## config.mk

```make
export PLATFORM = sky130hd
export DESIGN_NAME = nsp_min_track
export DESIGN_NICKNAME = d
export VERILOG_FILES = /design/src/design/nearest_site_periodic_match_defines.svh /design/src/design/nsp_pkg.sv /design/src/design/nsp_min_track.sv
export SDC_FILE = /design/constraint.sdc
export NUM_CORES = 1
export LEC_CHECK = 0
export BUFFER_PORTS_ARGS = -buffer_cell sky130_fd_sc_hd__buf_2
export CAP_MARGIN = 20
export CORE_UTILIZATION = 38
export CTS_CLUSTER_DIAMETER = 30
export CTS_CLUSTER_SIZE = 20
export DETAILED_ROUTE_END_ITERATION = 16
export PLACE_DENSITY = 0.67
export SLEW_MARGIN = 20
export SYNTH_ARGS = -nofsm -noshare
export SYNTH_HDL_FRONTEND = slang
export SYNTH_SLANG_ARGS = --single-unit
```

## constraint.sdc

```tcl
create_clock -name clock -period 9.4 [get_ports clock]
set_clock_uncertainty 0.15 [all_clocks]
set_input_delay 1.88 -clock clock [delete_from_list [all_inputs] [get_ports clock]]
set_output_delay 1.88 -clock clock [all_outputs]
set_load 0.05 [all_outputs]
```

## src/design/nearest_site_periodic_match_defines.svh

```systemverilog
// ---------------------------------------------------------------------------
// nearest_site_periodic_match_defines.svh
// assertion macros shared by the nearest site matcher
// ---------------------------------------------------------------------------
`ifndef NEAREST_SITE_PERIODIC_MATCH_DEFINES_SVH
`define NEAREST_SITE_PERIODIC_MATCH_DEFINES_SVH

// consequence checked in the same cycle as the condition
`define NSP_ASSERT_NOW(label, ante, cons) \
   label: assert property (@(posedge clock) disable iff (reset) (ante) |-> (cons)) \
      else $error("nsp: same-cycle check failed");

// consequence checked in the cycle after the condition
`define NSP_ASSERT_NEXT(label, ante, cons) \
   label: assert property (@(posedge clock) disable iff (reset) (ante) |=> (cons)) \
      else $error("nsp: next-cycle check failed");

`endif

```

## src/design/nsp_pkg.sv

```systemverilog
// ---------------------------------------------------------------------------
// nsp_pkg
// types and constants of the nearest site matcher
// ---------------------------------------------------------------------------
`timescale 1ns / 1ps

package nsp_pkg;

   localparam int COORD_W   = 20;
   localparam int NUM_AXES  = 3;
   localparam int SITE_W    = COORD_W * NUM_AXES;
   localparam int DIST_W    = 2 * COORD_W;
   localparam int ACC_W     = DIST_W + 2;
   localparam int NIDX_W    = 10;
   localparam int NPTS_W    = 11;
   localparam int CSR_IDX_W = 3;
   localparam int CSR_DAT_W = 40;

   // item kinds
   localparam logic KIND_LOAD  = 1'b0;
   localparam logic KIND_QUERY = 1'b1;

   // register indexes
   localparam logic [CSR_IDX_W-1:0] CSR_BOX_X      = 3'd0;
   localparam logic [CSR_IDX_W-1:0] CSR_BOX_Y      = 3'd1;
   localparam logic [CSR_IDX_W-1:0] CSR_BOX_Z      = 3'd2;
   localparam logic [CSR_IDX_W-1:0] CSR_NUM_POINTS = 3'd3;
   localparam logic [CSR_IDX_W-1:0] CSR_OFF_THR    = 3'd4;

   // register reset values
   localparam logic [COORD_W-1:0] BOX_RESET     = 20'hFFFFF;
   localparam logic [NPTS_W-1:0]  NPTS_RESET    = 11'd0;
   localparam logic [DIST_W-1:0]  OFF_THR_RESET = 40'd513802;

   // one site moving down the cell row
   typedef struct packed {
      logic              valid;
      logic              last;
      logic [SITE_W-1:0] site;
      logic [ACC_W-1:0]  acc;
   } beat_type;

   // one result item
   typedef struct packed {
      logic [NIDX_W-1:0] nearest_index;
      logic [DIST_W-1:0] dist_sq;
      logic              off_lattice;
      logic              found;
   } result_type;

   typedef enum logic [1:0] {
      ST_IDLE,
      ST_SCAN,
      ST_WAIT,
      ST_PUT
   } state_type;

endpackage

```

## src/design/nsp_min_track.sv

```systemverilog
// ---------------------------------------------------------------------------
// nsp_min_track
// end of the cell row: keeps the smallest distance and its site index
// ---------------------------------------------------------------------------
`timescale 1ns / 1ps

module nsp_min_track #(
   parameter int IDX_W = 10
) (
   input  logic                        clock,
   input  logic                        reset,
   input  nsp_pkg::beat_type           beat_in,
   input  logic [nsp_pkg::DIST_W-1:0]  off_threshold_sq,
   output logic                        done,
   output nsp_pkg::result_type         result
);

   import nsp_pkg::*;

   logic [IDX_W-1:0]         idx_ff;
   logic                     seen_ff;
   logic                     done_ff;
   logic [ACC_W-1:0]         best_d_ff;
   logic [IDX_W-1:0]         best_idx_ff;
   logic                     take;
   logic [IDX_W+NIDX_W-1:0]  idx_wide;

   // first site, or strictly closer: lowest index wins ties
   assign take = beat_in.valid && (!seen_ff || (beat_in.acc < best_d_ff));

   // index counter and query bookkeeping
   always_ff @(posedge clock) begin
      if (reset) begin
         idx_ff  <= '0;
         seen_ff <= 1'b0;
         done_ff <= 1'b0;
      end else begin
         done_ff <= beat_in.valid && beat_in.last;
         if (beat_in.valid) begin
            idx_ff  <= beat_in.last ? '0 : idx_ff + 1'b1;
            seen_ff <= !beat_in.last;
         end
      end
   end

   // running best
   always_ff @(posedge clock) begin
      if (take) begin
         best_d_ff   <= beat_in.acc;
         best_idx_ff <= idx_ff;
      end
   end

   // result fields
   always_comb begin
      idx_wide             = {{NIDX_W{1'b0}}, best_idx_ff};
      result.nearest_index = idx_wide[NIDX_W-1:0];
      result.dist_sq       = (best_d_ff[ACC_W-1:DIST_W] != 2'b00) ? {DIST_W{1'b1}}
                                                                  : best_d_ff[DIST_W-1:0];
      result.off_lattice   = best_d_ff > {2'b00, off_threshold_sq};
      result.found         = 1'b1;
   end

   assign done = done_ff;

endmodule
```

==> summary.md <==
| Metric | Value |
|---|---|
| PortBufs | 137 |
| Worst path required time | 7.37 ns |
| Critical-path cell list | buf_2 -> inv_1 -> ha_1 -> nand4_1 -> nor3_1 -> nand4_1 -> a311o_1 -> nand4_1 -> o41a_2 -> buf_2 |
| Area delta synth->final | 26.7% |
| Layout cells sized above 1 | 26.9% |
| Final Hold Fails | 0 |
| # DRC | 0 |
| Initial antenna violation count | 0 |
| CP max stage delay | 0.47 ns |
| Total grt overflow | 0 |
| Root Buffer Master | clkbuf_16 |
| Maxcap violations | 0 |
| Clock-pin transition on the worst setup and hold timing paths | 0.06 ns |
| Pre-CTS setup slack | 3.41 ns |
| Worst-margin pin slew | 0.888 ns |
| Synth top area share | 35.8% |
| CORE AREA | 0.0110 sq mm |
| Setup TNS | 0 ns |
| CTS H-tree lvls | 3 |
| R2R cell count | 8 |
| Clock buffer depth | 2 |
| Cell Pwr Density | 155 mW/mm^2 |
| Leakage power total | 2.71 nW |
| Vias in the first global route | 3785 |
| DIE WIDTH | 109 microns |
| Post-Syn Area | 0.00436 sq mm |
| Worst Path Max Fanout | 3 |
| Syn Nets | 676 |
| Post-synth ARST share | 0% |
| Unique masters post-synth | 41 |
| Post-CTS Setup Inserts | 0 |
| Placed cells | 718 |
| M2 GR Usage | 33.0% |
| RSZ-0062 raised after global routing | no |
| Hold Crit Class | flip-flop to flip-flop |
| All-layer global routing usage | 19.1% |
| Fmax | 168 MHz |
| Met1 usage | 23.3% |
| Clk_lat worst skew | 0.33 ns |
| Seq/Total Area, Yosys | 41.3% |
| CTS Sinks | 64 |
| Final std cells w/o fill | 734 |
| Final min period | 5.96 ns |
| Die height | 109 microns |
| Initial core utilization | 39.7% |
| Most frequent cells in the layout | buf_2 (137), inv_1 (83), ha_1 (82) |
| CTS tree | yes |
| Startpoint types | input pin |
| Final Max Tran Viols | 0 |
| Worst path most repeated cell | nand4_1 |
| Post-layout worst setup margin | 3.44 ns |
| # nets final | 817 |
| Kind of critical path | input pin to output pin |
| Status | completed |
| FF+latch count, synth | 64 |
| Initial DRC count | 255 |
| Syn Inst Count | 448 |
| Ranking of synthesized cells by area | edfxtp_1 (36%), ha_1 (24%), inv_1 (7.1%) |
| Wire per inst | 14.8 microns |
| Routing usage on met3 | 4.36% |
| Diode count | 0 |
| YS warnings | 0 |
| Tot Pwr | 0.000855 W |
| Final Setup Violations | 0 |
| Hold Buf Count CTS | 0 |
| Vias | 3721 |
| I/O pins | 199 |
| DP HPWL | 8560 microns |
| Num CTS Buffers | 9 |
| Routability cong. | 0.842 |
| Synth Flop Type | edfxtp_1 |
| Maximum vdd ir drop | 81.4 uV |
| Final core utilization | 50.3% |
| Largest net degree at the start of global routing | 37 |
| Max-slew headroom | 40.7% |
| Period utilization | 63.4% |
| Cell row count | 38 |
| Post-route ant nets | 0 |
| Top Usage Layer GRT | met2 |
| Post-CTS sizing | 0 |
| Slowest CP cell | nor3_1 |
| Hold-critical path depth | 0 |
| Number of flops mapped to enable cells by yosys | 52 |
| Post-Route WL | 10800 microns |
| Critical path data arrival time | 3.93 ns |
| Mapped Avg Cell Area | 9.73 sq um |
| TritonRoute pass-1 iters | 4 |
| Global-route wire length before repair | 17200 microns |
| Die area | 0.0119 sq mm |
| Largest area contributor in the netlist | edfxtp_1 |
| Nature of the critical path endpoint | output pin |
| Most common cell after layout, fill and taps aside | buf_2 |
| Via/cell ratio | 5.07 |
[path summary, 6_finish.rpt]
check                                from                  endpoint  slack (ns)
setup / recovery     off_threshold_sq[29]                 result[1]        3.44
hold / removal     idx_ff[9]$_SDFFE_PP0P_  best_idx_ff[9]$_DFFE_PP_        0.31
setup reg to reg  best_d_ff[19]$_DFFE_PP_   best_d_ff[11]$_DFFE_PP_        5.61
hold reg to reg    idx_ff[9]$_SDFFE_PP0P_  best_idx_ff[9]$_DFFE_PP_        0.31
[synth_stat cells (4+ instances only)]
library cell,count
a21o_1,12
a21oi_1,34
clkbuf_1,9
dfxtp_1,12
edfxtp_1,52
ha_1,82
inv_1,83
nand2_1,21
nand3_1,45
nand4_1,19
nor2_1,16
nor2b_1,5
nor3_1,6
o21ai_0,13
or3_1,4
[metrics by stage]
| step | instance area, sq um | hold slack (ns) |
|---|---|---|
| floorplan | 4360 | 0.267 |
| global placement | 5210 | 0.285 |
| detailed placement | 5210 | 0.302 |
| CTS | 5520 | 0.309 |
| global route | 5520 | 0.312 |
| finish | 5520 | 0.307 |
[registers in the layout, summed over array words and instances (netlist names)]
name,flops
done,1
seen_ff,1
best_idx_ff,10
best_d_ff,42
idx_ff,10
[logic make-up after synthesis]
family / Yosys count / share of synthesized area [%]
other: 1 / 0.0861
xor gates and xnor gates: 4 / 0.804
buffers and inverters: 93 / 8.10
DFF: 64 / 41.3
muxes: 1 / 0.230
and+or+nand+nor: 126 / 14.7
adders and majority gates: 82 / 23.5
AOI/OAI and AO/OA: 77 / 11.2
[report_power, final]
| part | internal, W | leakage [nW] | total [W] | switching (W) |
|---|---|---|---|---|
| Sequential | 0.000325 | 0.608 | 0.000333 | 0.00000813 |
| Combinational | 0.0000635 | 1.96 | 0.000182 | 0.000118 |
| Clock | 0.000212 | 0.146 | 0.000340 | 0.000128 |
| Total | 0.000600 | 2.71 | 0.000855 | 0.000254 |
[metal layers]
metal	vias up	part of all wire [%]
met1	1711	44
met4	0	1.1
li1	1892	-
met2	108	49
met5	-	0
met3	10	6.0
[area by class of cell]
class / instances / area, sq um
inverter: 83 / 312
clock buffer: 12 / 279
clock inverter: 4 / 32.5
multi-input combinational: 291 / 2210
tap: 140 / 175
fill: 1040 / 5460
timing repair buffer: 140 / 708
sequential: 64 / 1800
[worst max-delay path: cells and delay by family]
family / cells / cell delay [ns]
adders and majority gates: 1 / 0.31
buffers and inverters: 3 / 0.37
AOI/OAI and AO/OA: 2 / 0.44
and+or+nand+nor: 4 / 0.93
No activity file was read; power rests on OpenSTA's default activity.
