==> src/design/nearest_site_periodic_match_defines.svh <==
// ---------------------------------------------------------------------------
// nearest_site_periodic_match_defines.svh
// assertion macros shared by the nearest site matcher
// ---------------------------------------------------------------------------
`ifndef NEAREST_SITE_PERIODIC_MATCH_DEFINES_SVH
`define NEAREST_SITE_PERIODIC_MATCH_DEFINES_SVH

// consequence checked in the same cycle as the condition
`define NSP_ASSERT_NOW(label, ante, cons) \
   label: assert property (@(posedge clock) disable iff (reset) (ante) |-> (cons)) \
      else $error("nsp: same-cycle check failed");

// consequence checked in the cycle after the condition
`define NSP_ASSERT_NEXT(label, ante, cons) \
   label: assert property (@(posedge clock) disable iff (reset) (ante) |=> (cons)) \
      else $error("nsp: next-cycle check failed");

`endif

==> src/design/nsp_pkg.sv <==
// ---------------------------------------------------------------------------
// nsp_pkg
// types and constants of the nearest site matcher
// ---------------------------------------------------------------------------
`timescale 1ns / 1ps

package nsp_pkg;

   localparam int COORD_W   = 20;
   localparam int NUM_AXES  = 3;
   localparam int SITE_W    = COORD_W * NUM_AXES;
   localparam int DIST_W    = 2 * COORD_W;
   localparam int ACC_W     = DIST_W + 2;
   localparam int NIDX_W    = 10;
   localparam int NPTS_W    = 11;
   localparam int CSR_IDX_W = 3;
   localparam int CSR_DAT_W = 40;

   // item kinds
   localparam logic KIND_LOAD  = 1'b0;
   localparam logic KIND_QUERY = 1'b1;

   // register indexes
   localparam logic [CSR_IDX_W-1:0] CSR_BOX_X      = 3'd0;
   localparam logic [CSR_IDX_W-1:0] CSR_BOX_Y      = 3'd1;
   localparam logic [CSR_IDX_W-1:0] CSR_BOX_Z      = 3'd2;
   localparam logic [CSR_IDX_W-1:0] CSR_NUM_POINTS = 3'd3;
   localparam logic [CSR_IDX_W-1:0] CSR_OFF_THR    = 3'd4;

   // register reset values
   localparam logic [COORD_W-1:0] BOX_RESET     = 20'hFFFFF;
   localparam logic [NPTS_W-1:0]  NPTS_RESET    = 11'd0;
   localparam logic [DIST_W-1:0]  OFF_THR_RESET = 40'd513802;

   // one site moving down the cell row
   typedef struct packed {
      logic              valid;
      logic              last;
      logic [SITE_W-1:0] site;
      logic [ACC_W-1:0]  acc;
   } beat_type;

   // one result item
   typedef struct packed {
      logic [NIDX_W-1:0] nearest_index;
      logic [DIST_W-1:0] dist_sq;
      logic              off_lattice;
      logic              found;
   } result_type;

   typedef enum logic [1:0] {
      ST_IDLE,
      ST_SCAN,
      ST_WAIT,
      ST_PUT
   } state_type;

endpackage

==> src/design/nsp_axis_cell.sv <==
// ---------------------------------------------------------------------------
// nsp_axis_cell
// one cell of the distance row: wraps one axis difference, squares it and
// adds it to the running sum, then hands the site on with the next axis
// shifted into the low coordinate slot
// ---------------------------------------------------------------------------
`timescale 1ns / 1ps

module nsp_axis_cell (
   input  logic                         clock,
   input  logic                         reset,
   input  nsp_pkg::beat_type            beat_in,
   input  logic [nsp_pkg::COORD_W-1:0]  pos_coord,
   input  logic [nsp_pkg::COORD_W-1:0]  box_len,
   output nsp_pkg::beat_type            beat_out
);

   import nsp_pkg::*;

   logic [COORD_W-1:0]         site_coord;
   logic signed [COORD_W+1:0]  diff;
   logic signed [COORD_W+1:0]  diff_hi;
   logic signed [COORD_W+1:0]  diff_lo;
   logic signed [COORD_W+2:0]  twice;
   logic signed [COORD_W+2:0]  box_pos;
   logic signed [COORD_W+2:0]  box_neg;
   logic signed [COORD_W+1:0]  wrap_in;
   logic signed [COORD_W+1:0]  wrap_ff;
   logic signed [COORD_W+1:0]  mag;
   logic [DIST_W-1:0]          sq_in;
   logic [DIST_W-1:0]          sq_ff;

   logic                       a_valid_ff, a_last_ff;
   logic [SITE_W-1:0]          a_site_ff;
   logic [ACC_W-1:0]           a_acc_ff;
   logic                       b_valid_ff, b_last_ff;
   logic [SITE_W-1:0]          b_site_ff;
   logic [ACC_W-1:0]           b_acc_ff;
   logic                       out_valid_ff, out_last_ff;
   logic [SITE_W-1:0]          out_site_ff;
   logic [ACC_W-1:0]           out_acc_ff;

   assign site_coord = beat_in.site[COORD_W-1:0];

   // minimum image wrap, a single correction by one box
   always_comb begin
      diff    = $signed({2'b00, pos_coord}) - $signed({2'b00, site_coord});
      diff_hi = diff - $signed({2'b00, box_len});
      diff_lo = diff + $signed({2'b00, box_len});
      twice   = $signed({diff, 1'b0});
      box_pos = $signed({3'b000, box_len});
      box_neg = -box_pos;
      if (twice > box_pos) begin
         wrap_in = diff_hi;
      end else if (twice < box_neg) begin
         wrap_in = diff_lo;
      end else begin
         wrap_in = diff;
      end
   end

   // magnitude and square
   always_comb begin
      mag   = wrap_ff[COORD_W+1] ? -wrap_ff : wrap_ff;
      sq_in = mag[COORD_W-1:0] * mag[COORD_W-1:0];
   end

   // stage control
   always_ff @(posedge clock) begin
      if (reset) begin
         a_valid_ff   <= 1'b0;
         a_last_ff    <= 1'b0;
         b_valid_ff   <= 1'b0;
         b_last_ff    <= 1'b0;
         out_valid_ff <= 1'b0;
         out_last_ff  <= 1'b0;
      end else begin
         a_valid_ff   <= beat_in.valid;
         a_last_ff    <= beat_in.last;
         b_valid_ff   <= a_valid_ff;
         b_last_ff    <= a_last_ff;
         out_valid_ff <= b_valid_ff;
         out_last_ff  <= b_last_ff;
      end
   end

   // stage payload
   always_ff @(posedge clock) begin
      a_site_ff   <= beat_in.site;
      a_acc_ff    <= beat_in.acc;
      wrap_ff     <= wrap_in;
      b_site_ff   <= a_site_ff;
      b_acc_ff    <= a_acc_ff;
      sq_ff       <= sq_in;
      out_site_ff <= {{COORD_W{1'b0}}, b_site_ff[SITE_W-1:COORD_W]};
      out_acc_ff  <= b_acc_ff + {2'b00, sq_ff};
   end

   always_comb begin
      beat_out.valid = out_valid_ff;
      beat_out.last  = out_last_ff;
      beat_out.site  = out_site_ff;
      beat_out.acc   = out_acc_ff;
   end

endmodule

==> config.mk <==
export PLATFORM = sky130hd
export DESIGN_NAME = nsp_axis_cell
export DESIGN_NICKNAME = d
export VERILOG_FILES = /design/src/design/nearest_site_periodic_match_defines.svh /design/src/design/nsp_pkg.sv /design/src/design/nsp_axis_cell.sv
export SDC_FILE = /design/constraint.sdc
export NUM_CORES = 1
export LEC_CHECK = 0
export ABC_AREA = 1
export BUFFER_PORTS_ARGS = -buffer_cell sky130_fd_sc_hd__buf_4
export CORE_UTILIZATION = 25
export CTS_CLUSTER_SIZE = 16
export DETAILED_ROUTE_END_ITERATION = 10
export PLACE_DENSITY = 0.53
export SLEW_MARGIN = 10
export SYNTH_ARGS = -nofsm -noshare
export SYNTH_HDL_FRONTEND = slang
export SYNTH_SLANG_ARGS = --single-unit
export TNS_END_PERCENT = 10
==> constraint.sdc <==
create_clock -name clock -period 7.1 [get_ports clock]
set_input_delay 0.71 -clock clock [delete_from_list [all_inputs] [get_ports clock]]
set_output_delay 0.71 -clock clock [all_outputs]
set_load 0.02 [all_outputs]
==> results of run 1 <==
stage by stage:
step	setup TNS, ns	setup slack (ns)	area [um2]	hold slack, ns	utilization (%)
after floorplan	0	0.0928	27900	0.310	-
after global placement	0	0.0202	31800	0.310	28.8
after detailed placement	-0.0187	-0.0187	31800	0.312	28.8
after CTS	0	0.00778	33000	0.177	29.9
after global routing	-0.134	-0.0566	33600	0.195	30.4
final	0	0.288	33600	0.230	30.4
worst register-to-register path, delay by kind of cell, from the launching register on:
family	cells	cell delay, ns
adders and majority gates	9	4.09
DFF	1	0.33
buffers and inverters	5	0.46
AOI/OAI and AO/OA	2	0.42
and+or+nand+nor	11	1.26
xor gates and xnor gates	1	0.14
cells by family after synthesis:
group,after synthesis,share of synthesized area [%]
AOI/OAI and AO/OA,337,6.75
buffers and inverters,832,11.9
and+or+nand+nor,1475,21.9
xor gates and xnor gates,109,3.56
other,1,0.0135
DFF,312,22.4
adders and majority gates,574,33.5
registers in the layout (all words and copies together) (netlist names), 21 cells and up:
register     count
a_acc_ff        42
a_site_ff       40
b_acc_ff        42
b_site_ff       40
out_acc_ff      42
out_site_ff     40
sq_ff           39
wrap_ff         21
cells in the mapped netlist (all sizes together) (33+ instances only):
library cell  number  share of area [%]
dfxtp            312                 22
nand4             44               0.99
inv              759                 10
nand3            169                3.1
ha               288                 13
a21oi            166                3.0
nand2            856                 12
fa               286                 21
nor3              33               0.61
nor2             346                4.8
buf               61                1.5
o21ai            106                2.0
xor2              90                3.0
area by class of cell:
| type | count | area (um2) | area share [%] |
|---|---|---|---|
| clock buffer | 47 | 1010 | 3.01 |
| inverter | 761 | 2870 | 8.56 |
| tap | 1488 | 1860 | 5.54 |
| antenna | 1 | 2.50 | 0.00745 |
| multi-input combinational | 2515 | 18700 | 55.8 |
| clock inverter | 16 | 170 | 0.507 |
| sequential | 312 | 6250 | 18.6 |
| timing repair buffer | 339 | 2660 | 7.93 |
timing repair:
item	in CTS	in global routing
gates resized for setup	3	134
buffers inserted	0	18
setup endpoints to repair	3	27
pin swaps	0	23
per-layer routing:
layer	share of wire, %	wire [um]	global-route usage (%)	vias to the layer above
met4	3.2	2640	4.82	0
met3	4.3	3510	1.94	126
li1	-	-	-	11800
met5	0	0	0	-
met2	49	39800	26.1	519
met1	44	35900	17.6	11000
worst max-delay path by stage:
stage,startpoint,end,depth (start not counted)
6_report,wrap_ff[1]$_DFF_P_,sq_ff[29]$_DFF_P_,28
3_3_place_gp,wrap_ff[1]$_DFF_P_,sq_ff[37]$_DFF_P_,31
4_1_cts,wrap_ff[1]$_DFF_P_,sq_ff[32]$_DFF_P_,31
3_5_place_dp,wrap_ff[1]$_DFF_P_,sq_ff[37]$_DFF_P_,32
5_1_grt,wrap_ff[1]$_DFF_P_,sq_ff[37]$_DFF_P_,31
2_1_floorplan,wrap_ff[0]$_DFF_P_,sq_ff[37]$_DFF_P_,32
==> results.toml, run 1 <==
[status]
status = "complete, but fails checks"
failed_checks = "DRC"

[synth]
synthFlopType = "dfxtp_1"
ys_seq_area_share_pct = 22.4
synth.avg_cell_area_um2 = 7.65
async_reset_ff_share_pct = 0
yosysUniqueCellTypes = 49
ys_ff_latch = 312
syn_area_um2 = 27900
synthCells = 3640
synth_warnings = 0
synth_edf_count = 0

[cts]
cts_hold_buf = 0
cts.sinks = 312
clk_path_buf_depth = 3
numCtsBuffers = 36
cts_tree = "built"
cts_root_buffer = "clkbuf_16"
htreeDepth = 2
insertion_delay_ns = 0.58
clk_pin_slew_ns = 0.07

[sta]
final.setup_skew_ns = 0.0451
hold_viol = 0
rsz0062_at_grt = "true"
fmax_mhz = 147
setup_viol_count_final = 0
worstMarginPinSlew_ns = 0.613
min_period_over_period_pct = 95.9
post-route-min-period_ns = 6.81
drv_slew = 0
max-slew-margin-rel_pct = 58.8

[die]
ios = 250
die_area_um2 = 113000
initial_core_util_pct = 25.2
die_width_um = 336
rows = 122
die_h_um = 336
core_area_um2 = 111000

[finish]
drive_above_1_share_pct = 13.7
finalNetCount = 4685
most-common-layout-cells = "nand2_1 (819), inv_1 (738), buf_4 (327)"
area_growth_pct = 20.5
final_common_cell = "nand2_1"
final_cell_count_no_fill = 5479
final.fill_count = 12100

[worst_setup_path]
reg2reg_to = "sq_ff[29]$_DFF_P_"
crit_path_end_kind = "register"
reg2reg_slack_ns = 0.29
cp_num_buf_inv = 5
r2r_cells = 28
cpPeakStageDelay_ns = 0.64
worst_r2r_startpoint = "wrap_ff[1]$_DFF_P_"
critical-path-top-delay-family = "adder cells"
cp_max_fo = 12
crit_path_frequent_cell = "nand2_1"
cp-start-kind = "register"
crit_arrival_ns = 7.27
cp_data_required_time_ns = 7.56
cpMaxStageDelayCell = "fa_2"
critPathKind = "register to register"

[min_path]
hold_depth = 1
hold_path_end = "a_site_ff[29]$_DFF_P_"
hp-class = "input port to register"
min-delay-start = "beat_in[71]"

[placement]
port_buffers = 229
hpwl_um = 70500
dp.cells = 5397
place_congestion = 0.920

[route]
drtIter0Drc = 1136
routedWlPerCell_um = 15.0
detail-route-antenna-nets = 0
via_count = 23500
firstDrtPassIters = 9
drc_errors = 2
vias_per_cell = 4.28
drt-total-wl_um = 81900

[grt]
antenna_found_initial = 0
grt_max_degree = 24
grt.total_usage_pct = 14.5
grt-ovfl-total = 0
grt_pass1_vias = 24300
grt_pass1_wl_um = 128000

[job]
maxCapViolCount = 0
Power of run 1 is left out: the tool's default activity adds up to more than one toggle a clock period on the data nets, which glitch-free logic cannot reach.
==> inputs of run 2 (changes only) <==
- BUFFER_PORTS_ARGS: -buffer_cell sky130_fd_sc_hd__buf_4 -> -buffer_cell sky130_fd_sc_hd__buf_2
- SKIP_CTS_REPAIR_TIMING: default -> 1
==> run 2 against run 1 <==
  * The flow now finishes without violations
  * Maximum frequency hardly changed
  * Cell area is 1.7% lower
  * First-iteration DRC count is 16% lower
  * Global-route usage is 0.22 points lower
==> results.toml, run 2 (same netlist as run 1, synthesis figures left out) <==
[cts]
cts.sinks = 312
cts_root_buffer = "clkbuf_16"
cts_tree = "built"
htreeDepth = 2
clk_path_buf_depth = 3
numCtsBuffers = 35
insertion_delay_ns = 0.57
clk_pin_slew_ns = 0.06

[worst_setup_path]
crit_path_end_kind = "register"
cp-start-kind = "register"
cp_max_fo = 7
cpMaxStageDelayCell = "fa_1"
cpPeakStageDelay_ns = 0.55
cp_data_required_time_ns = 7.61
critPathKind = "register to register"
crit_path_frequent_cell = "fa_1"
crit_arrival_ns = 7.31

[grt]
grt-ovfl-total = 0
antenna_found_initial = 5
grt_max_degree = 24
grt.total_usage_pct = 14.3
grt_pass1_wl_um = 127000
grt_pass1_vias = 24100

[route]
drt-total-wl_um = 80600
firstDrtPassIters = 7
via_count = 23400
drtIter0Drc = 953
drc_errors = 0
vias_per_cell = 4.28
detail-route-antenna-nets = 0
routedWlPerCell_um = 14.7

[die]
rows = 122
initial_core_util_pct = 25.2
die_width_um = 336
die_h_um = 336
ios = 250
core_area_um2 = 111000
die_area_um2 = 113000

[finish]
largestRegisters = "a_acc_ff x42, b_acc_ff x42, out_acc_ff x42"
most-common-layout-cells = "nand2_1 (822), inv_1 (739), dfxtp_1 (312)"
final_cell_count_no_fill = 5472
final_common_cell = "nand2_1"
final.fill_count = 12000
area_growth_pct = 18.5
fin_area_um2 = 33000
finalNetCount = 4678
drive_above_1_share_pct = 13.5

[sta]
final.setup_skew_ns = 0.0244
max-slew-margin-rel_pct = 58.4
whs_ns = 0.242
timing.setup.tns_ns = 0
drv_slew = 0
fmax_mhz = 147
min_period_over_period_pct = 95.9
rsz0062_at_grt = "true"
post-route-min-period_ns = 6.81
hold_viol = 0
worstMarginPinSlew_ns = 0.620
setup_viol_count_final = 0

[job]
maxCapViolCount = 0

[placement]
postPlaceCellArea_um2 = 31200
place_congestion = 0.919
hpwl_um = 69600
port_buffers = 229
dp.cells = 5395

[status]
status = "complete, no violations"

[min_path]
hp-class = "input port to register"
## run 2: path summary, 6_finish.rpt
| check | from | cells past startpoint | endpoint | slack, ns |
|---|---|---|---|---|
| setup / recovery | wrap_ff[1]$_DFF_P_ | 29 | sq_ff[38]$_DFF_P_ | 0.29 |
| setup reg to reg | wrap_ff[1]$_DFF_P_ | 29 | sq_ff[38]$_DFF_P_ | 0.29 |
| hold / removal | beat_in[71] | 1 | a_site_ff[29]$_DFF_P_ | 0.24 |
| hold reg to reg | a_site_ff[39]$_DFF_P_ | 0 | b_site_ff[39]$_DFF_P_ | 0.32 |
## run 2: cell type report
| type | instances | area, um2 | share of cell area, % |
|---|---|---|---|
| timing repair buffer | 333 | 2030 | 6.14 |
| antenna | 1 | 2.50 | 0.00758 |
| clock inverter | 17 | 254 | 0.769 |
| sequential | 312 | 6250 | 18.9 |
| multi-input combinational | 2515 | 18800 | 56.9 |
| tap | 1488 | 1860 | 5.64 |
| clock buffer | 45 | 943 | 2.86 |
| inverter | 761 | 2890 | 8.74 |
## run 2: critical path, delay by kind of cell (launching register included)
family,cells,cell delay [ns]
AO/OA/AOI/OAI,5,0.98
AND/OR/NAND/NOR,6,0.69
adder cells (fa/ha/maj),8,3.71
flip-flops,1,0.32
XOR/XNOR,1,0.13
buffers and inverters,9,0.90
## run 2: routing by layer
| metal | share of wire [%] | global-route usage [%] |
|---|---|---|
| met5 | 0.061 | 0 |
| met4 | 3.7 | 5.30 |
| met3 | 3.9 | 1.76 |
| met2 | 48 | 25.3 |
| met1 | 44 | 17.5 |
## run 2: metrics by stage
stage	setup WS [ns]	utilization, %
floorplan	0.0928	-
global placement	0.0979	28.3
detailed placement	0.0198	28.3
CTS	0.00712	29.3
global route	-0.0489	29.9
finish	0.294	29.9
Power of run 2 is left out for the same reason.
